## src/design/serial_hex_command_decoder_core_assert.svh

```systemverilog
// Assertion macros for the serial hex command decoder
`ifndef SERIAL_HEX_COMMAND_DECODER_CORE_ASSERT_SVH
`define SERIAL_HEX_COMMAND_DECODER_CORE_ASSERT_SVH

// Check that cons holds in the same cycle as ante
`define SHCD_ASSERT_SAME(label, ante, cons) \
  label: assert property (@(posedge clk_i) disable iff (!rst_ni) (ante) |-> (cons)) \
    else $error("shcd assertion failed");

// Check that cons holds in the cycle after ante
`define SHCD_ASSERT_NEXT(label, ante, cons) \
  label: assert property (@(posedge clk_i) disable iff (!rst_ni) (ante) |=> (cons)) \
    else $error("shcd assertion failed");

`endif

```

## src/design/shcd_pkg.sv

```systemverilog
// Shared types, constants and tables of the serial hex command decoder
package shcd_pkg;

  // Command letters
  localparam logic [7:0] CmdPort    = 8'h42; // 'B'
  localparam logic [7:0] CmdDigit   = 8'h44; // 'D'
  localparam logic [7:0] CmdSegClr  = 8'h53; // 'S'
  localparam logic [7:0] CmdSegSet  = 8'h48; // 'H'
  localparam logic [7:0] CmdPeriod  = 8'h50; // 'P'
  localparam logic [7:0] CmdNote    = 8'h4F; // 'O'
  localparam logic [7:0] CmdMelody  = 8'h4D; // 'M'
  localparam logic [7:0] MelodyOn   = 8'h31; // '1'

  // Reply characters
  localparam logic [7:0] ReplyDot   = 8'h2E; // '.'
  localparam logic [7:0] ReplyBang  = 8'h21; // '!'
  localparam logic [7:0] ReplyBar   = 8'h7C; // '|'
  localparam logic [7:0] ReplyQuery = 8'h3F; // '?'

  // Tone base register
  localparam int unsigned BaseW     = 24;
  localparam logic [BaseW-1:0] BaseReset = 24'd1000000;
  localparam int unsigned FreqW     = 12;

  // Serial divider: one quotient bit per step
  localparam int unsigned DivSteps  = BaseW;
  localparam int unsigned DivCntW   = $clog2(DivSteps);

  // Request to the divider
  typedef struct packed {
    logic             start;
    logic [BaseW-1:0] dividend;
    logic [FreqW-1:0] divisor;
  } shcd_div_req_t;

  // Status of the divider
  typedef struct packed {
    logic             busy;
    logic [BaseW-1:0] quotient;
  } shcd_div_rsp_t;

  // One result beat
  typedef struct packed {
    logic [7:0]  reply;
    logic        port_write;
    logic [7:0]  port_value;
    logic        display_write;
    logic [7:0]  display_bits;
    logic        tone_write;
    logic        tone_enable;
    logic [15:0] tone_top;
    logic [14:0] tone_compare;
    logic        melody_request;
  } shcd_res_t;

  // Hex digit value; non-hex bytes count as zero
  function automatic logic [3:0] hex_value(input logic [7:0] b);
    logic [7:0] v;
    v = 8'd0;
    if (b >= 8'h41 && b <= 8'h46) v = b - 8'h37;       // 'A' - 10
    else if (b >= 8'h61 && b <= 8'h66) v = b - 8'h57;  // 'a' - 10
    else if (b >= 8'h30 && b <= 8'h39) v = b - 8'h30;
    return v[3:0];
  endfunction

  // Seven-segment pattern of a hex digit
  function automatic logic [7:0] seg_pattern(input logic [3:0] d);
    logic [7:0] p;
    unique case (d)
      4'h0: p = 8'hBE;
      4'h1: p = 8'hA0;
      4'h2: p = 8'h3B;
      4'h3: p = 8'hB9;
      4'h4: p = 8'hA5;
      4'h5: p = 8'h9D;
      4'h6: p = 8'h9F;
      4'h7: p = 8'hB0;
      4'h8: p = 8'hBF;
      4'h9: p = 8'hBD;
      4'hA: p = 8'hB7;
      4'hB: p = 8'h8F;
      4'hC: p = 8'h0B;
      4'hD: p = 8'hAB;
      4'hE: p = 8'h1F;
      4'hF: p = 8'h17;
      default: p = 8'h00;
    endcase
    return p;
  endfunction

  // Note frequency; index zero and indexes above nine give silence
  function automatic logic [FreqW-1:0] note_freq(input logic [3:0] n);
    logic [FreqW-1:0] f;
    unique case (n)
      4'd1: f = 12'd262;
      4'd2: f = 12'd294;
      4'd3: f = 12'd330;
      4'd4: f = 12'd349;
      4'd5: f = 12'd392;
      4'd6: f = 12'd440;
      4'd7: f = 12'd494;
      4'd8: f = 12'd523;
      4'd9: f = 12'd587;
      default: f = 12'd0;
    endcase
    return f;
  endfunction

endpackage

```

## src/design/shcd_if.sv

```systemverilog
// Valid/ready stream interfaces for received bytes and result beats

interface shcd_rx_if;
  logic       valid;
  logic       ready;
  logic [7:0] rx_byte;

  modport source (output valid, output rx_byte, input ready);
  modport sink (input valid, input rx_byte, output ready);
endinterface

interface shcd_res_if;
  logic        valid;
  logic        ready;
  logic [7:0]  reply;
  logic        port_write;
  logic [7:0]  port_value;
  logic        display_write;
  logic [7:0]  display_bits;
  logic        tone_write;
  logic        tone_enable;
  logic [15:0] tone_top;
  logic [14:0] tone_compare;
  logic        melody_request;

  modport source (
    output valid, output reply, output port_write, output port_value,
    output display_write, output display_bits, output tone_write,
    output tone_enable, output tone_top, output tone_compare,
    output melody_request, input ready
  );
  modport sink (
    input valid, input reply, input port_write, input port_value,
    input display_write, input display_bits, input tone_write,
    input tone_enable, input tone_top, input tone_compare,
    input melody_request, output ready
  );
endinterface

```

## src/design/shcd_cfg.sv

```systemverilog
// APB register block holding the tone base
module shcd_cfg (
  input  logic                        clk_i,
  input  logic                        rst_ni,
  input  logic                        psel,
  input  logic                        penable,
  input  logic                        pwrite,
  input  logic [2:0]                  paddr,
  input  logic [31:0]                 pwdata,
  output logic [31:0]                 prdata,
  output logic                        pready,
  output logic [shcd_pkg::BaseW-1:0]  tone_base_o
);

  logic [shcd_pkg::BaseW-1:0] base_q, base_d;
  logic                       hit;

  // Decode the single register at word zero
  assign hit    = (paddr[2] == 1'b0);
  assign pready = 1'b1;

  // Write on the access phase
  always_comb begin
    base_d = base_q;
    if (psel && penable && pwrite && hit) begin
      base_d = pwdata[shcd_pkg::BaseW-1:0];
    end
  end

  always_ff @(posedge clk_i or negedge rst_ni) begin
    if (!rst_ni) begin
      base_q <= shcd_pkg::BaseReset;
    end else begin
      base_q <= base_d;
    end
  end

  // Read back
  assign prdata      = hit ? {{(32 - shcd_pkg::BaseW){1'b0}}, base_q} : 32'd0;
  assign tone_base_o = base_q;

endmodule

```

## src/design/shcd_div.sv

```systemverilog
// Serial restoring divider, one quotient bit per cycle
module shcd_div (
  input  logic                    clk_i,
  input  logic                    rst_ni,
  input  shcd_pkg::shcd_div_req_t req_i,
  output shcd_pkg::shcd_div_rsp_t rsp_o
);

  logic                         busy_q, busy_d;
  logic [shcd_pkg::DivCntW-1:0] cnt_q, cnt_d;
  logic [shcd_pkg::BaseW-1:0]   quo_q, quo_d;
  logic [shcd_pkg::FreqW-1:0]   rem_q, rem_d;
  logic [shcd_pkg::FreqW-1:0]   dvs_q, dvs_d;
  logic [shcd_pkg::FreqW:0]     trial;
  logic [shcd_pkg::FreqW:0]     diff;
  logic                         fits;

  // Shift the next dividend bit into the partial remainder and try to subtract
  assign trial = {rem_q, quo_q[shcd_pkg::BaseW-1]};
  assign diff  = trial - {1'b0, dvs_q};
  assign fits  = (trial >= {1'b0, dvs_q});

  always_comb begin
    busy_d = busy_q;
    cnt_d  = cnt_q;
    quo_d  = quo_q;
    rem_d  = rem_q;
    dvs_d  = dvs_q;
    if (req_i.start) begin
      busy_d = 1'b1;
      cnt_d  = shcd_pkg::DivCntW'(shcd_pkg::DivSteps - 1);
      quo_d  = req_i.dividend;
      rem_d  = '0;
      dvs_d  = req_i.divisor;
    end else if (busy_q) begin
      quo_d = {quo_q[shcd_pkg::BaseW-2:0], fits};
      rem_d = fits ? diff[shcd_pkg::FreqW-1:0] : trial[shcd_pkg::FreqW-1:0];
      if (cnt_q == '0) begin
        busy_d = 1'b0;
      end else begin
        cnt_d = cnt_q - 1'b1;
      end
    end
  end

  always_ff @(posedge clk_i or negedge rst_ni) begin
    if (!rst_ni) begin
      busy_q <= 1'b0;
      cnt_q  <= '0;
    end else begin
      busy_q <= busy_d;
      cnt_q  <= cnt_d;
    end
  end

  // Datapath needs no reset
  always_ff @(posedge clk_i) begin
    quo_q <= quo_d;
    rem_q <= rem_d;
    dvs_q <= dvs_d;
  end

  assign rsp_o.busy     = busy_q;
  assign rsp_o.quotient = quo_q;

endmodule

```

## src/design/serial_hex_command_decoder_core.sv

```systemverilog
// Results: a result is registered in the cycle after its last byte; P and O with
// nonzero frequency first wait for the 24-step serial divider to finish.
// Throughput: one byte per cycle while the result register can take a beat;
// rx ready stays low during a tone division.
// Reset: asynchronous active low; command state idle, pattern zero,
// tone base back to 1000000, no result pending.
module serial_hex_command_decoder_core (
  input  logic        clk_i,
  input  logic        rst_ni,
  shcd_rx_if.sink     rx_i,
  shcd_res_if.source  res_o,
  input  logic        psel,
  input  logic        penable,
  input  logic        pwrite,
  input  logic [2:0]  paddr,
  input  logic [31:0] pwdata,
  output logic [31:0] prdata,
  output logic        pready
);

  `include "serial_hex_command_decoder_core_assert.svh"

  // Command phases
  localparam logic [2:0] PhIdle = 3'd0;
  localparam logic [2:0] PhB    = 3'd1;
  localparam logic [2:0] PhD    = 3'd2;
  localparam logic [2:0] PhS    = 3'd3;
  localparam logic [2:0] PhH    = 3'd4;
  localparam logic [2:0] PhP    = 3'd5;
  localparam logic [2:0] PhO    = 3'd6;
  localparam logic [2:0] PhM    = 3'd7;

  // Sequencer states
  localparam logic CtlRun = 1'b0;
  localparam logic CtlDiv = 1'b1;

  logic [2:0]  phase_q, phase_d;
  logic [1:0]  digits_q, digits_d;
  logic [11:0] arg_q, arg_d;
  logic [7:0]  seg_q, seg_d;
  logic        ctl_q, ctl_d;
  logic        out_valid_q, out_valid_d;

  shcd_pkg::shcd_res_t     res_q, res_d;
  shcd_pkg::shcd_div_req_t div_req;
  shcd_pkg::shcd_div_rsp_t div_rsp;

  logic [shcd_pkg::BaseW-1:0] tone_base;
  logic                       accept;
  logic                       out_free;
  logic                       load_res;
  logic [3:0]                 hv;
  logic [11:0]                arg_cat;
  logic [1:0]                 dig_inc;
  logic [1:0]                 need;
  logic [11:0]                freq;
  logic [7:0]                 seg_mask;
  logic                       idx_ok;
  logic [shcd_pkg::BaseW-1:0] qm1;
  logic [15:0]                top;

  shcd_cfg u_cfg (
    .clk_i       (clk_i),
    .rst_ni      (rst_ni),
    .psel        (psel),
    .penable     (penable),
    .pwrite      (pwrite),
    .paddr       (paddr),
    .pwdata      (pwdata),
    .prdata      (prdata),
    .pready      (pready),
    .tone_base_o (tone_base)
  );

  shcd_div u_div (
    .clk_i  (clk_i),
    .rst_ni (rst_ni),
    .req_i  (div_req),
    .rsp_o  (div_rsp)
  );

  // Handshake
  assign out_free   = !out_valid_q || res_o.ready;
  assign rx_i.ready = (ctl_q == CtlRun) && out_free;
  assign accept     = rx_i.valid && rx_i.ready;

  // Argument digits
  assign hv      = shcd_pkg::hex_value(rx_i.rx_byte);
  assign arg_cat = {arg_q[7:0], hv};
  assign dig_inc = digits_q + 2'd1;
  assign need    = (phase_q == PhB) ? 2'd2 : (phase_q == PhP) ? 2'd3 : 2'd1;
  assign freq    = (phase_q == PhP) ? arg_cat : shcd_pkg::note_freq(hv);

  // Segment index n selects bit n-1; zero and above eight are no-ops
  assign idx_ok   = (hv != 4'd0) && (hv <= 4'd8);
  assign seg_mask = 8'd1 << (hv[2:0] - 3'd1);

  // Period top from the quotient, floored at zero and saturated
  assign qm1 = div_rsp.quotient - 1'b1;
  always_comb begin
    if (div_rsp.quotient == '0) begin
      top = 16'd0;
    end else if (|qm1[shcd_pkg::BaseW-1:16]) begin
      top = 16'hFFFF;
    end else begin
      top = qm1[15:0];
    end
  end

  // Sequence commands
  always_comb begin
    phase_d  = phase_q;
    digits_d = digits_q;
    arg_d    = arg_q;
    seg_d    = seg_q;
    ctl_d    = ctl_q;
    res_d    = '0;
    load_res = 1'b0;
    div_req.start    = 1'b0;
    div_req.dividend = tone_base;
    div_req.divisor  = freq;

    if (ctl_q == CtlDiv) begin
      // Hand the tone beat over once the divider is through and the result register is free
      if (!div_rsp.busy && out_free) begin
        load_res           = 1'b1;
        res_d.reply        = shcd_pkg::ReplyBar;
        res_d.tone_write   = 1'b1;
        res_d.tone_enable  = 1'b1;
        res_d.tone_top     = top;
        res_d.tone_compare = top[15:1];
        ctl_d              = CtlRun;
      end
    end else if (accept) begin
      if (phase_q == PhIdle) begin
        digits_d = 2'd0;
        arg_d    = 12'd0;
        unique case (rx_i.rx_byte)
          shcd_pkg::CmdPort:   phase_d = PhB;
          shcd_pkg::CmdDigit:  phase_d = PhD;
          shcd_pkg::CmdSegClr: phase_d = PhS;
          shcd_pkg::CmdSegSet: phase_d = PhH;
          shcd_pkg::CmdPeriod: phase_d = PhP;
          shcd_pkg::CmdNote:   phase_d = PhO;
          shcd_pkg::CmdMelody: phase_d = PhM;
          default: begin
            load_res    = 1'b1;
            res_d.reply = shcd_pkg::ReplyQuery;
          end
        endcase
      end else if (phase_q == PhM) begin
        load_res             = 1'b1;
        res_d.reply          = shcd_pkg::ReplyBar;
        res_d.melody_request = (rx_i.rx_byte == shcd_pkg::MelodyOn);
        phase_d              = PhIdle;
        digits_d             = 2'd0;
        arg_d                = 12'd0;
      end else if (dig_inc < need) begin
        // Take a leading digit
        digits_d = dig_inc;
        arg_d    = arg_cat;
      end else begin
        // Last digit: finish the command
        phase_d  = PhIdle;
        digits_d = 2'd0;
        arg_d    = 12'd0;
        unique case (phase_q)
          PhB: begin
            load_res         = 1'b1;
            res_d.reply      = shcd_pkg::ReplyDot;
            res_d.port_write = 1'b1;
            res_d.port_value = arg_cat[7:0];
          end
          PhD: begin
            seg_d               = shcd_pkg::seg_pattern(hv);
            load_res            = 1'b1;
            res_d.reply         = shcd_pkg::ReplyBang;
            res_d.display_write = 1'b1;
            res_d.display_bits  = ~shcd_pkg::seg_pattern(hv);
          end
          PhS: begin
            seg_d               = idx_ok ? (seg_q & ~seg_mask) : seg_q;
            load_res            = 1'b1;
            res_d.reply         = shcd_pkg::ReplyBang;
            res_d.display_write = 1'b1;
            res_d.display_bits  = ~seg_d;
          end
          PhH: begin
            seg_d               = idx_ok ? (seg_q | seg_mask) : seg_q;
            load_res            = 1'b1;
            res_d.reply         = shcd_pkg::ReplyBar;
            res_d.display_write = 1'b1;
            res_d.display_bits  = ~seg_d;
          end
          default: begin
            // P and O: silence right away, otherwise divide
            if (freq == 12'd0) begin
              load_res         = 1'b1;
              res_d.reply      = shcd_pkg::ReplyBar;
              res_d.tone_write = 1'b1;
            end else begin
              div_req.start = 1'b1;
              ctl_d         = CtlDiv;
            end
          end
        endcase
      end
    end
  end

  // Result register valid
  always_comb begin
    out_valid_d = out_valid_q;
    if (load_res) begin
      out_valid_d = 1'b1;
    end else if (res_o.ready) begin
      out_valid_d = 1'b0;
    end
  end

  always_ff @(posedge clk_i or negedge rst_ni) begin
    if (!rst_ni) begin
      phase_q     <= PhIdle;
      digits_q    <= 2'd0;
      arg_q       <= 12'd0;
      seg_q       <= 8'd0;
      ctl_q       <= CtlRun;
      out_valid_q <= 1'b0;
    end else begin
      phase_q     <= phase_d;
      digits_q    <= digits_d;
      arg_q       <= arg_d;
      seg_q       <= seg_d;
      ctl_q       <= ctl_d;
      out_valid_q <= out_valid_d;
    end
  end

  // Payload holds while not loaded
  always_ff @(posedge clk_i) begin
    if (load_res) begin
      res_q <= res_d;
    end
  end

  assign res_o.valid          = out_valid_q;
  assign res_o.reply          = res_q.reply;
  assign res_o.port_write     = res_q.port_write;
  assign res_o.port_value     = res_q.port_value;
  assign res_o.display_write  = res_q.display_write;
  assign res_o.display_bits   = res_q.display_bits;
  assign res_o.tone_write     = res_q.tone_write;
  assign res_o.tone_enable    = res_q.tone_enable;
  assign res_o.tone_top       = res_q.tone_top;
  assign res_o.tone_compare   = res_q.tone_compare;
  assign res_o.melody_request = res_q.melody_request;

  // No byte is taken while a division runs
  `SHCD_ASSERT_SAME(a_no_rx_in_div, ctl_q == CtlDiv, !rx_i.ready)
  // A new beat never overwrites one that is still waiting
  `SHCD_ASSERT_SAME(a_no_overwrite, load_res, !out_valid_q || res_o.ready)
  // A division starts only from the run state with the divider free, and leads to a busy divider in the divide state
  `SHCD_ASSERT_SAME(a_start_idle_div, div_req.start, !div_rsp.busy && ctl_q == CtlRun)
  `SHCD_ASSERT_NEXT(a_div_busy, div_req.start, div_rsp.busy && ctl_q == CtlDiv)
  // A running tone carries half duty
  `SHCD_ASSERT_SAME(a_half_duty, out_valid_q && res_o.tone_enable,
                    res_o.tone_compare == res_o.tone_top[15:1])

endmodule

```

## src/flat_wrapper.sv

```systemverilog
// flat-port wrapper written by rule: the top's interface ports become plain ports
module serial_hex_command_decoder_core_flat 
  (clk_i, rst_ni, psel, penable, pwrite, paddr, pwdata, prdata, pready, rx_i_valid, rx_i_rx_byte, rx_i_ready, res_o_valid, res_o_reply, res_o_port_write, res_o_port_value, res_o_display_write, res_o_display_bits, res_o_tone_write, res_o_tone_enable, res_o_tone_top, res_o_tone_compare, res_o_melody_request, res_o_ready);
  shcd_rx_if rx_i_i ();
  shcd_res_if res_o_i ();
  input  logic clk_i;
  input  logic rst_ni;
  input  logic psel;
  input  logic penable;
  input  logic pwrite;
  input  logic [2:0] paddr;
  input  logic [31:0] pwdata;
  output logic [31:0] prdata;
  output logic pready;
  input wire logic [$bits(rx_i_i.valid)-1:0] rx_i_valid;
  input wire logic [$bits(rx_i_i.rx_byte)-1:0] rx_i_rx_byte;
  output wire logic [$bits(rx_i_i.ready)-1:0] rx_i_ready;
  output wire logic [$bits(res_o_i.valid)-1:0] res_o_valid;
  output wire logic [$bits(res_o_i.reply)-1:0] res_o_reply;
  output wire logic [$bits(res_o_i.port_write)-1:0] res_o_port_write;
  output wire logic [$bits(res_o_i.port_value)-1:0] res_o_port_value;
  output wire logic [$bits(res_o_i.display_write)-1:0] res_o_display_write;
  output wire logic [$bits(res_o_i.display_bits)-1:0] res_o_display_bits;
  output wire logic [$bits(res_o_i.tone_write)-1:0] res_o_tone_write;
  output wire logic [$bits(res_o_i.tone_enable)-1:0] res_o_tone_enable;
  output wire logic [$bits(res_o_i.tone_top)-1:0] res_o_tone_top;
  output wire logic [$bits(res_o_i.tone_compare)-1:0] res_o_tone_compare;
  output wire logic [$bits(res_o_i.melody_request)-1:0] res_o_melody_request;
  input wire logic [$bits(res_o_i.ready)-1:0] res_o_ready;
  assign rx_i_i.valid = rx_i_valid;
  assign rx_i_i.rx_byte = rx_i_rx_byte;
  assign rx_i_ready = rx_i_i.ready;
  assign res_o_valid = res_o_i.valid;
  assign res_o_reply = res_o_i.reply;
  assign res_o_port_write = res_o_i.port_write;
  assign res_o_port_value = res_o_i.port_value;
  assign res_o_display_write = res_o_i.display_write;
  assign res_o_display_bits = res_o_i.display_bits;
  assign res_o_tone_write = res_o_i.tone_write;
  assign res_o_tone_enable = res_o_i.tone_enable;
  assign res_o_tone_top = res_o_i.tone_top;
  assign res_o_tone_compare = res_o_i.tone_compare;
  assign res_o_melody_request = res_o_i.melody_request;
  assign res_o_i.ready = res_o_ready;
  serial_hex_command_decoder_core u_core (.clk_i(clk_i), .rst_ni(rst_ni), .rx_i(rx_i_i), .res_o(res_o_i), .psel(psel), .penable(penable), .pwrite(pwrite), .paddr(paddr), .pwdata(pwdata), .prdata(prdata), .pready(pready));
endmodule
```

## config.mk

```make
export PLATFORM = sky130hd
export DESIGN_NAME = serial_hex_command_decoder_core_flat
export DESIGN_NICKNAME = d
export VERILOG_FILES = /design/src/design/shcd_pkg.sv /design/src/design/shcd_if.sv /design/src/design/shcd_cfg.sv /design/src/design/shcd_div.sv /design/src/design/serial_hex_command_decoder_core.sv /design/src/flat_wrapper.sv
export VERILOG_INCLUDE_DIRS = /design/src /design/src/design
export SDC_FILE = /design/constraint.sdc
export NUM_CORES = 1
export LEC_CHECK = 0
export BUFFER_PORTS_ARGS = -buffer_cell sky130_fd_sc_hd__buf_2
export CAP_MARGIN = 0
export CORE_ASPECT_RATIO = 0.6
export CORE_MARGIN = 3
export CORE_UTILIZATION = 57
export CTS_CLUSTER_SIZE = 14
export DETAILED_ROUTE_END_ITERATION = 12
export HOLD_SLACK_MARGIN = 0.03
export PLACE_DENSITY_LB_ADDON = 0.08
export SYNTH_ARGS = -nofsm -noshare
export SYNTH_HDL_FRONTEND = slang
export SYNTH_SLANG_ARGS = --single-unit
```

## constraint.sdc

```tcl
create_clock -name clk_i -period 6 [get_ports clk_i]
set_clock_uncertainty 0.2 [all_clocks]
set_input_delay 0.9 -clock clk_i [delete_from_list [all_inputs] [get_ports clk_i]]
set_output_delay 0.9 -clock clk_i [all_outputs]
set_load 0.02 [all_outputs]
```

=== Yosys cells after proc, flatten, opt, wreduce, memory -nomap -nowiden ===
Memory sizes are Yosys's and may differ from the RTL's.
Index checks and enable logic that the tools add are counted.

* Memory bits (read-only): 384
* Memories kept: 3
* Input bits: 50
* Register bits after elaboration: 146

{| class="wikitable"
|+ Memory list
! name !! words !! width !! read ports !! clocked after Yosys merged registers in !! write ports !! RTL line !! RTL
|-
| (no name shown) || 16 || 10 || 1 || 0 || 0 || shcd_pkg.sv:94 || <nowiki>unique case (n)</nowiki>
|-
| (no name shown) || 16 || 7 || 1 || 0 || 0 || shcd_pkg.sv:69 || <nowiki>unique case (d)</nowiki>
|-
| (no name shown) || 16 || 7 || 1 || 0 || 0 || shcd_pkg.sv:69 ||
|}

* Shift-type cells: 1
* Reductions and logical operators: 34
* Add/subtract/negate cells: 8
* Multiplexer cells: 73
* Bitwise logic cells: 14
* Equality and inequality tests: 17
* Order comparisons: 9

{| class="wikitable"
|+ Operators with widths
! kind !! number
|-
| 8-bit 2-to-1 mux || 14
|-
| 24-bit 2-to-1 mux || 3
|-
| 8-bit by 7-bit == test with 1-bit output, second input constant || 7
|-
| 27-bit 2-to-1 mux || 2
|-
| 8-bit case mux with 3 select lines || 2
|-
| 19-bit 2-to-1 mux || 2
|-
| 33-bit 2-to-1 mux || 1
|-
| 16-bit 2-to-1 mux || 2
|-
| 8-bit inverter || 4
|-
| 9-bit case mux with 3 select lines || 1
|-
| 1-bit 2-to-1 mux || 25
|-
| 24-bit logical NOT || 1
|-
| 12-bit 2-to-1 mux || 2
|-
| 24-bit by 1-bit subtractor with 24-bit output, second input constant || 1
|-
| 3-bit case mux with 7 select lines || 1
|-
| 8-bit by 7-bit greater-or-equal comparator with 1-bit output, second input constant || 2
|-
| 8-bit by 7-bit less-or-equal comparator with 1-bit output, second input constant || 2
|-
| 5-bit 2-to-1 mux || 3
|-
| 7-bit 2-to-1 mux || 2
|-
| 13-bit by 12-bit greater-or-equal comparator with 1-bit output || 1
|-
| 12-bit logical NOT || 1
|-
| 4-bit 2-to-1 mux || 3
|-
| 12-bit subtractor || 1
|-
| 1-bit logical AND || 10
|-
| 41 further kinds || 63
|}

=== Longest topological paths before layout ===
Gate-level depths: netlist (run 1).
An unclocked memory read counts as a cell.

* Depth in word-level cells: 19
* Depth in mapped cells: 16

=== By module ===
Synthesis (run 1) repeated with hierarchy kept, for this count alone.

* Cells, all modules: 844
* Area total of the unflattened synthesis: 8814.7 um^2

{| class="wikitable"
|+ Modules (own cells, without submodules)
! module !! cells each !! instances !! area each (um^2)
|-
| serial_hex_command_decoder_core || 503 || 1 || 4589.4
|-
| shcd_div || 253 || 1 || 2989.1
|-
| shcd_cfg || 88 || 1 || 1236.2
|}

=== Worst setup path after synthesis (run 1) ===
OpenSTA, ideal clock, no wires.

* Path kind: input port to flip-flop
* Start point: input rx_i_rx_byte[0]
* End point: register u_core.res_q, in the netlist u_core.res_o.display_bits[0] (enable)
* Library setup time: 0.462 ns
* Data required time: 5.338 ns
* Slack: -0.531 ns
* Stages: 14
* Data arrival time: 5.869 ns
* Cells stage by stage: inv_1 ha_1 or3b_4 nand4_1 o21a_1 clkbuf_1 inv_1 ha_1 nand3_1 a21oi_1 o41a_1 or4_1 buf_2 a22oi_1

* Longest elaborated chain between the ends: 15
* Elaborated cells between the ends (all ways): 34
* Classes of those cells: add/sub (3); order compare (6); eq/ne (7); mux (12); reduce/logical (5); memory (1)

{| class="wikitable"
|+ Ends and longest elaborated chain
! what !! RTL line !! RTL
|-
| from (decl) || flat_wrapper.sv:16 || <nowiki>input wire logic [$bits(rx_i_i.rx_byte)-1:0] rx_i_rx_byte;</nowiki>
|-
| 8-bit by 6-bit greater-or-equal comparator with 1-bit output or 8-bit by 6-bit less-or-equal comparator with 1-bit output (tied branches) || shcd_pkg.sv:62 || <nowiki>else if (b >= 8'h30 && b <= 8'h39) v = b - 8'h30;</nowiki>
|-
| 1-bit logical AND || shcd_pkg.sv:62 ||
|-
| 4-bit 2-to-1 mux || shcd_pkg.sv:62 ||
|-
| 4-bit 2-to-1 mux || shcd_pkg.sv:61 || <nowiki>else if (b >= 8'h61 && b <= 8'h66) v = b - 8'h57;</nowiki>
|-
| 4-bit 2-to-1 mux * || shcd_pkg.sv:60 || <nowiki>if (b >= 8'h41 && b <= 8'h46) v = b - 8'h37;</nowiki>
|-
| via u_core.arg_cat[0] || serial_hex_command_decoder_core.sv:53 || <nowiki>logic [11:0] arg_cat;</nowiki>
|-
| memory 16 x 10 bit || - ||
|-
| 12-bit 2-to-1 mux * || serial_hex_command_decoder_core.sv:92 || <nowiki>assign freq = (phase_q == PhP) ? arg_cat : shcd_pkg::note_freq(hv);</nowiki>
|-
| 12-bit logical NOT * || serial_hex_command_decoder_core.sv:197 || <nowiki>if (freq == 12'd0) begin</nowiki>
|-
| 1-bit 2-to-1 mux * || serial_hex_command_decoder_core.sv:197 ||
|-
| 1-bit 2-to-1 mux * || serial_hex_command_decoder_core.sv:167 || <nowiki>unique case (phase_q)</nowiki>
|-
| 1-bit 2-to-1 mux * || serial_hex_command_decoder_core.sv:158 || <nowiki>end else if (dig_inc < need) begin</nowiki>
|-
| 1-bit 2-to-1 mux * || serial_hex_command_decoder_core.sv:151 || <nowiki>end else if (phase_q == PhM) begin</nowiki>
|-
| 1-bit 2-to-1 mux * || serial_hex_command_decoder_core.sv:135 || <nowiki>if (phase_q == PhIdle) begin</nowiki>
|-
| 1-bit 2-to-1 mux * || serial_hex_command_decoder_core.sv:134 || <nowiki>end else if (accept) begin</nowiki>
|-
| 1-bit 2-to-1 mux * || serial_hex_command_decoder_core.sv:123 || <nowiki>if (ctl_q == CtlDiv) begin</nowiki>
|-
| via u_core.load_res || serial_hex_command_decoder_core.sv:51 || <nowiki>logic load_res;</nowiki>
|-
| to (signal assigned) || serial_hex_command_decoder_core.sv:242 || <nowiki>res_q <= res_d;</nowiki>
|-
| to (decl) || serial_hex_command_decoder_core.sv:44 || <nowiki>shcd_pkg::shcd_res_t res_q, res_d;</nowiki>
|}

The timed path passes the listed nets; every way through them passes the cells marked *.
A chain may end at the register's enable or synchronous reset.

=== Worst setup path in the final report (run 1) ===
* Start point: input rx_i_rx_byte[0]
* End point: register u_core.res_q, in the netlist u_core.res_o.port_value[4] (enable)

* Longest elaborated chain between the ends: 15
* Elaborated cells between the ends (all ways): 34
* Classes of those cells: add/sub (3); order compare (6); eq/ne (7); mux (12); reduce/logical (5); memory (1)

{| class="wikitable"
|+ Ends and longest elaborated chain
! what !! RTL line
|-
| 8-bit by 6-bit greater-or-equal comparator with 1-bit output or 8-bit by 6-bit less-or-equal comparator with 1-bit output (tied branches) || shcd_pkg.sv:62
|-
| 1-bit logical AND || shcd_pkg.sv:62
|-
| 4-bit 2-to-1 mux || shcd_pkg.sv:62
|-
| 4-bit 2-to-1 mux || shcd_pkg.sv:61
|-
| 4-bit 2-to-1 mux || shcd_pkg.sv:60
|-
| memory 16 x 10 bit || -
|-
| 12-bit 2-to-1 mux || serial_hex_command_decoder_core.sv:92
|-
| 12-bit logical NOT || serial_hex_command_decoder_core.sv:197
|-
| 1-bit 2-to-1 mux || serial_hex_command_decoder_core.sv:197
|-
| 1-bit 2-to-1 mux || serial_hex_command_decoder_core.sv:167
|-
| 1-bit 2-to-1 mux || serial_hex_command_decoder_core.sv:158
|-
| 1-bit 2-to-1 mux || serial_hex_command_decoder_core.sv:151
|-
| 1-bit 2-to-1 mux * || serial_hex_command_decoder_core.sv:135
|-
| 1-bit 2-to-1 mux * || serial_hex_command_decoder_core.sv:134
|-
| 1-bit 2-to-1 mux * || serial_hex_command_decoder_core.sv:123
|-
| via u_core.load_res || serial_hex_command_decoder_core.sv:51
|}

Marks and branches as above.

==> results of run 1 <==
## cell type report
| class | count | area, um^2 | share of cell area, % |
|---|---|---|---|
| Sequential cell | 144 | 3950 | 41.4 |
| Multi-Input combinational cell | 571 | 3930 | 41.2 |
| Timing Repair Buffer | 135 | 716 | 7.51 |
| Clock buffer | 18 | 429 | 4.50 |
| Tap cell | 192 | 240 | 2.52 |
| Inverter | 40 | 150 | 1.58 |
| Clock inverter | 14 | 124 | 1.30 |
## cell usage after synthesis (8+ instances only)
| library cell | count | area, um^2 |
|---|---|---|
| ha_1 | 30 | 375 |
| nand2_1 | 74 | 278 |
| a211oi_1 | 10 | 75.1 |
| nor3_1 | 21 | 105 |
| nand3_1 | 13 | 65.1 |
| inv_1 | 39 | 146 |
| o31ai_1 | 15 | 113 |
| a21o_1 | 8 | 60.1 |
| edfxtp_1 | 79 | 2370 |
| o21ai_0 | 28 | 140 |
| and2_1 | 11 | 68.8 |
| mux2i_1 | 10 | 100 |
| buf_4 | 28 | 210 |
| dfrtp_1 | 46 | 1150 |
| a21oi_1 | 52 | 260 |
| nor2b_1 | 32 | 200 |
| xnor2_1 | 20 | 175 |
| dfxtp_1 | 12 | 240 |
| nor2_1 | 57 | 214 |
| mux2_2 | 46 | 518 |
| clkbuf_1 | 26 | 97.6 |
## flip-flops by register name (all words and copies together), names as in the netlist, 12 cells and up
| register | flops |
|---|---|
| u_core.u_cfg.tone_base_o | 24 |
| u_core.u_div.quo_q | 24 |
| u_core.u_div.dvs_q | 12 |
| u_core.res_o.tone_top | 16 |
| u_core.u_div.rem_q | 12 |
## worst max-delay path, cell delays in order
cell and delay (ns):
buf_2 0.13, inv_1 0.13, ha_1 0.32, or3b_4 0.45
a32oi_2 0.24, o21a_2 0.34, inv_2 0.21, ha_1 0.24
o2bb2ai_1 0.14, o41a_1 0.36, or4_1 0.71, a22oi_2 0.21
buf_4 0.36
## cell families after synthesis
| family | synth area share, % |
|---|---|
| and+or+nand+nor | 16.6 |
| AOI/OAI and AO/OA | 14.4 |
| DFF | 47.4 |
| buffers and inverters | 6.03 |
| muxes | 8.09 |
| adders and majority gates | 4.74 |
| xor gates and xnor gates | 2.63 |
| other | 0.0901 |
## how the worst max path moves through the flow
stage               startpoint                      endpoint  slack, ns  cells past startpoint
5_1_grt        rx_i_rx_byte[0]       u_core.res_o.port_write       0.84                     13
3_5_place_dp   rx_i_rx_byte[0]     u_core.res_o.tone_top[14]       0.74                     13
4_1_cts        rx_i_rx_byte[0]       u_core.res_o.port_write       1.15                     13
3_3_place_gp   rx_i_rx_byte[0]    u_core.res_o.port_value[4]       0.90                     15
6_report       rx_i_rx_byte[0]    u_core.res_o.port_value[4]       1.08                     13
2_1_floorplan  rx_i_rx_byte[0]  u_core.res_o.display_bits[0]       0.43                     14
## routing by layer
layer	share of wire (%)	wire, um	track usage [%]	vias to the layer above
li1	-	-	-	3104
met1	47	9810	38.8	3210
met2	43	8960	37.4	329
met3	8.4	1760	5.70	43
met4	1.6	334	7.54	2
met5	0.034	7	0	-
## cells in the final DEF (no fill, tap or decap), drive strengths merged, types with 18 or more instances in the layout
| master | count |
|---|---|
| a21oi | 52 |
| buf | 135 |
| clkbuf | 18 |
| dfrtp | 46 |
| edfxtp | 79 |
| ha | 30 |
| inv | 48 |
| mux2 | 51 |
| nand2 | 74 |
| nor2 | 58 |
| nor2b | 32 |
| nor3 | 23 |
| o21ai | 29 |
| xnor2 | 20 |
## metrics by stage
stage | hold WS [ns] | instances
2_1_floorplan | 0.237 | 816
3_3_place_gp | 0.248 | 1082
3_5_place_dp | 0.255 | 1082
4_1_cts | 0.263 | 1114
5_1_grt | 0.288 | 1114
6_report | 0.261 | 1114
## power groups by stage
stage	Clock, mW	Combinational (mW)	Sequential, mW
3_3_place_gp	0	1.59	1.67
6_report	1.00	1.65	1.67
4_1_cts	1.01	1.65	1.67
3_5_place_dp	0	1.63	1.68
5_1_grt	1.06	1.80	1.71
2_1_floorplan	0	1.09	1.77
==> impl_results.md, run 1 <==
* Setup CP Type: input port to flip-flop
* Clock Power Share at 23.1%
* Drt first pass iters at 5
* Cells after Synth at about 810
* Final ANT Viol Nets at 0
* R2R cell count at 8
* TNS Setup at 0 ns
* Worst slack at placement at 0.743 ns
* Layout Utilization at 68.3%
* Core box area at between 10000 and 15000 um^2
* Drt initial violations at 649
* DRC Markers at 0
* GRT overflow at 0
* H-tree depth at 4
* Yosys warnings at 0
* Pwr dens at 454 nW/um^2
* Seq cells post-synth at 144
* Post-route minimum period at between 4 and 5 ns
* FF-to-FF setup slack at 1.83 ns
* # port buffers at around 120
* Flop pwr share at 38.7%
* RR Startpoint: u_core.u_div.quo_q[6]
* Post-synth EDFFs at 79
* Netlist cell types at 85
* CTS tree: yes
* Synth async-reset ratio at 36.8%
* DR vias at between 6000 and 7000
* Routed len/inst at about 19 um
* Total power at 4.32 mW
* CP Max Fanout at 26
* Root buffer cell: clkbuf_16
* Post-cts resize count at 0
* Row cnt at 33
* Synthesis-to-layout area growth at 14.4%
* Width of the die at 162 um
* Tcrit/Tclk final at between 80% and 90%
* Worst IR Drop VDD at 289 uV
* Routability-driven placement congestion ratio at 0.884
* Worst Hold Depth at 2
* CP Capture Type: flip-flop
* Slew @ Worst Pin at 1.23 ns
* Final worst slack at 1.08 ns
* Sw frac at 39.2%
* Clock Latency Late Sink at 0.42 ns
* Crit path arrival time at 4.79 ns
* Sink Count at 144
* Design Area, Final at 9530 um^2
* Ys flop type: edfxtp_1
* Unrepaired setup endpoints after global routing: false
* Internal power at 2.63 mW
* Share of cells above drive strength 1 at 26.4%
* Fillers at approximately 1100
* Die height at 99.7 um
* Worst EP required at slightly below 6 ns
* Sequential area share after synthesis at 47.4%
* Placed instance area at 8980 um^2
* Power share of the combinational group at 38.2%
* FF-to-FF End: u_core.res_o.tone_top[4]
* Max-slew headroom at 17.3%
* Status: finished, final reports clean
* Final #Nets at between 900 and 1000
* Initial antenna violation count at 1
* Final hold viol count at 0
* Crit path launch type: input port
* Die area at 16200 um^2
* Synthesized area at around 8300 um^2
* Final Setup Violations at 0
* Antenna cell count at 0
* Pin count of the biggest net entering global routing at 54
* Post-Route WL at 20900 um
* Hpwl dp at 15000 um
* Max-slew violations at 0
* Cell leakage power at approximately 4.1 nW
* Number of hold buffers added after cts at 0
* IO Pins at 145
* Clock-pin slew on the worst setup and hold paths at 0.06 ns
* Hold Crit Start: u_core.u_div.rem_q[11]
* CTS Buf Count at 17
* Hold EP: u_core.u_div.rem_q[11]
* Vias in the first global route at 6401
* Deepest clock path buffer count at 2
* Vias per inst at ~6.0
* Fmax at 0.203 GHz
* P_sw at roughly 1.7 mW
* First-pass GRT wire length at 32800 um
* Setup Fix Bufs, Post-CTS at 0
* Syn_area_per_cell at 10.3 um^2
* Gr usage total at 25.7%
* Max Cap Viol at 0
* Starting Density at 59.7%
* HP Class: flip-flop to flip-flop
(Power assumes the default switching activity.)
==> run 2: changes to the inputs <==
==> constraint.sdc (replaced) <==
create_clock -name clk_i -period 4.7 [get_ports clk_i]
set_clock_uncertainty 0.2 [all_clocks]
set_input_delay 0.705 -clock clk_i [delete_from_list [all_inputs] [get_ports clk_i]]
set_output_delay 0.705 -clock clk_i [all_outputs]
set_load 0.02 [all_outputs]
==> impl_results.md, run 2 (synthesis gave the netlist of run 1 again) <==
* Status: finished, final reports clean
* Routability-driven placement congestion ratio at 0.926 (+4.8%)
* Slew @ Worst Pin at 1.14 ns (-0.0955 ns)
* Root buffer cell: clkbuf_16
* Most common cell after layout, fill and taps aside: buf_2
* GRT overflow at 0 (unchanged)
* Pwr dens at 576 nW/um^2 (+27%)
* Fmax at between 0.2 and 0.25 GHz
* Cell leakage power at 4.14 nW (+2.0%)
* Clock Latency Late Sink at 0.42 ns (about the same)
* Max-slew violations at 0 (unchanged)
* Width of the die at 162 um (unchanged)
* R2R cell count at 9 (+1)
* Worst EP required at 4.62 ns (-1.26 ns)
* Flop pwr share at 38.1% (-0.6 points)
* CP Max Fanout at 22 (-15%)
* Starting Density at 59.7% (unchanged)
* Drt initial violations at 833 (+28%)
* HP Class: input port to async pin
* Post-route minimum period at roughly 4.3 ns
* DRC Markers at 0 (unchanged)
* Die height at 99.7 um (unchanged)
* Vias per inst at 6.01 (+0.12%)
* Sw frac at 39.3% (+0.096 points)
* Final hold viol count at 0 (unchanged)
* Post-Route WL at 21400 um (+2.4%)
* CP peak stage delay at 0.59 ns (-0.12 ns)
* Vias in the first global route at 6344 (-0.89%)
* Share of cells above drive strength 1 at 28.6% (+2.2 points)
* P_sw at 2.21 mW (+30%)
* Area of the multi-input gates at 4000 um^2 (+1.9%)
* Clock-pin slew on the worst setup and hold paths at 0.07 ns (about the same)
* Max Cap Viol at 0 (unchanged)
* Setup Fix Bufs, Post-CTS at 0 (unchanged)
* Worst hold slack at 0.227 ns (-0.0342 ns)
* Initial antenna violation count at 1 (unchanged)
* Crit path launch type: input port
* Most frequent cells in the layout: buf_2, edfxtp_1, nand2_1
* Number of hold buffers added after cts at 0 (unchanged)
* Routed len/inst at 19.0 um (+1.3%)
* Max-slew headroom at 23.2% (+5.9 points)
* Clock Power Share at 23.1% (about the same)
* Core box area at 14000 um^2 (unchanged)
* CTS Buf Count at 17 (unchanged)
* Final worst slack at 0.432 ns (-0.652 ns)
* Post-cts resize count at 0 (unchanged)
* Final Setup Violations at 0 (unchanged)
* Worst-path cell chain: buf_2 -> inv_6 -> ha_1 -> or2_2 -> a21oi_2 -> o21ai_4 -> inv_4 -> ha_4 -> inv_1 -> ha_1 -> nand3b_1 -> a21oi_1 -> a21oi_1 -> or4_1 -> a22oi_2 -> buf_12
* Final #Nets at 1003 (+1.3%)
* Worst IR Drop VDD at 397 uV (+38%)
* Row cnt at 33 (unchanged)
* Hpwl dp at 15500 um (+4.0%)
* H-tree depth at 4 (unchanged)
* Deepest clock path buffer count at 2 (unchanged)
* First-pass GRT wire length at 34100 um (+3.9%)
* Pin count of the biggest net entering global routing at 54 (unchanged)
* Crit path arrival time at 4.19 ns (-0.60 ns)
* Slowest CP cell: or4_1
* Setup CP Type: input port to flip-flop
* IO Pins at 145 (unchanged)
* CTS tree: yes
* Die area at 16200 um^2 (unchanged)
* Internal power at 3.41 mW (+30%)
* Worst slack at placement at 0.0854 ns (-0.658 ns)
* Tcrit/Tclk final at 90.8%
* Synthesis-to-layout area growth at 17.2%
* Final ANT Viol Nets at 0 (unchanged)
* Antenna cell count at 0 (unchanged)
* # port buffers at 124 (unchanged)
* CP Capture Type: flip-flop
* Drt first pass iters at 5 (unchanged)
* Sink Count at 144 (unchanged)
* Reg area at 3950 um^2 (unchanged)
* Gr usage total at 27.0% (+1.3 points)
* Fillers at 1020 (-5.7%)
* DR vias at 6774 (+1.3%)
* Power share of the combinational group at 38.8% (+0.6 points)
* Unrepaired setup endpoints after global routing: false
==> run 2: changes by cell type in the layout (fill, tap and decap cells not counted), moves of 2 or more <==
cell / change
buf_4: +10
ha_1: -5
ha_4: +4
buf_12: +3
inv_1: -3
inv_4: +2
inv_8: +2
==> run 2: layout make-up <==
type / instances / share of cell area (%)
inverters: 40 / 1.72
clock buffers: 19 / 4.53
multi-input cells: 571 / 41.0
clock inverters: 13 / 1.22
well taps: 192 / 2.46
repair buffers: 148 / 8.71
flip-flops and latches: 144 / 40.4
==> run 2: power groups by stage <==
stage	clock (mW)	combinational [mW]	sequential, mW
after floorplan	0	1.40	2.26
after detailed placement	0	2.14	2.15
after CTS	1.31	2.17	2.14
after global routing	1.37	2.36	2.19
final	1.30	2.18	2.15
after global placement	0	2.08	2.13
==> run 2: critical path: cells and delay by family <==
| kind | cells | cell delay (ns) |
|---|---|---|
| AOI/OAI and AO/OA | 5 | 1.08 |
| and+or+nand+nor | 3 | 1.05 |
| buffers and inverters | 5 | 0.70 |
| adders and majority gates | 3 | 0.61 |
==> run 2: path summary, 6_finish.rpt <==
| check | startpoint | to | slack (ns) |
|---|---|---|---|
| min in group clk_i | u_core.u_div.rem_q[11] | u_core.u_div.rem_q[11] | 0.28 |
| hold / removal | rst_ni | u_core.u_div.busy_q | 0.23 |
| hold reg to reg | u_core.u_div.rem_q[11] | u_core.u_div.rem_q[11] | 0.28 |
| setup reg to reg | u_core.u_div.quo_q[6] | u_core.res_o.tone_top[4] | 1.01 |
| max in group asynchronous | rst_ni | u_core.arg_q[2] | 3.57 |
| setup / recovery | rx_i_rx_byte[0] | u_core.res_o.tone_top[1] | 0.43 |
==> run 2: per-layer routing <==
layer	up-vias	track usage, %	share of wire, %
met3	19	6.28	11
met5	-	0	0
met1	3252	42.2	47
met4	0	6.09	0.81
met2	372	38.1	42
li1	3131	-	-
==> run 2: metrics by stage <==
stage / instance area, um^2 / utilization (%) / power (mW) / instances / setup TNS, ns
4_1_cts: 9770 / 70.0 / 5.62 / 1127 / 0
3_5_place_dp: 9210 / 66.0 / 4.29 / 1095 / 0
5_1_grt: 9770 / 70.0 / 5.92 / 1127 / 0
2_1_floorplan: 8480 / - / 3.66 / 816 / -13.94
3_3_place_gp: 9210 / 66.0 / 4.21 / 1095 / 0
6_report: 9770 / 70.0 / 5.63 / 1127 / 0
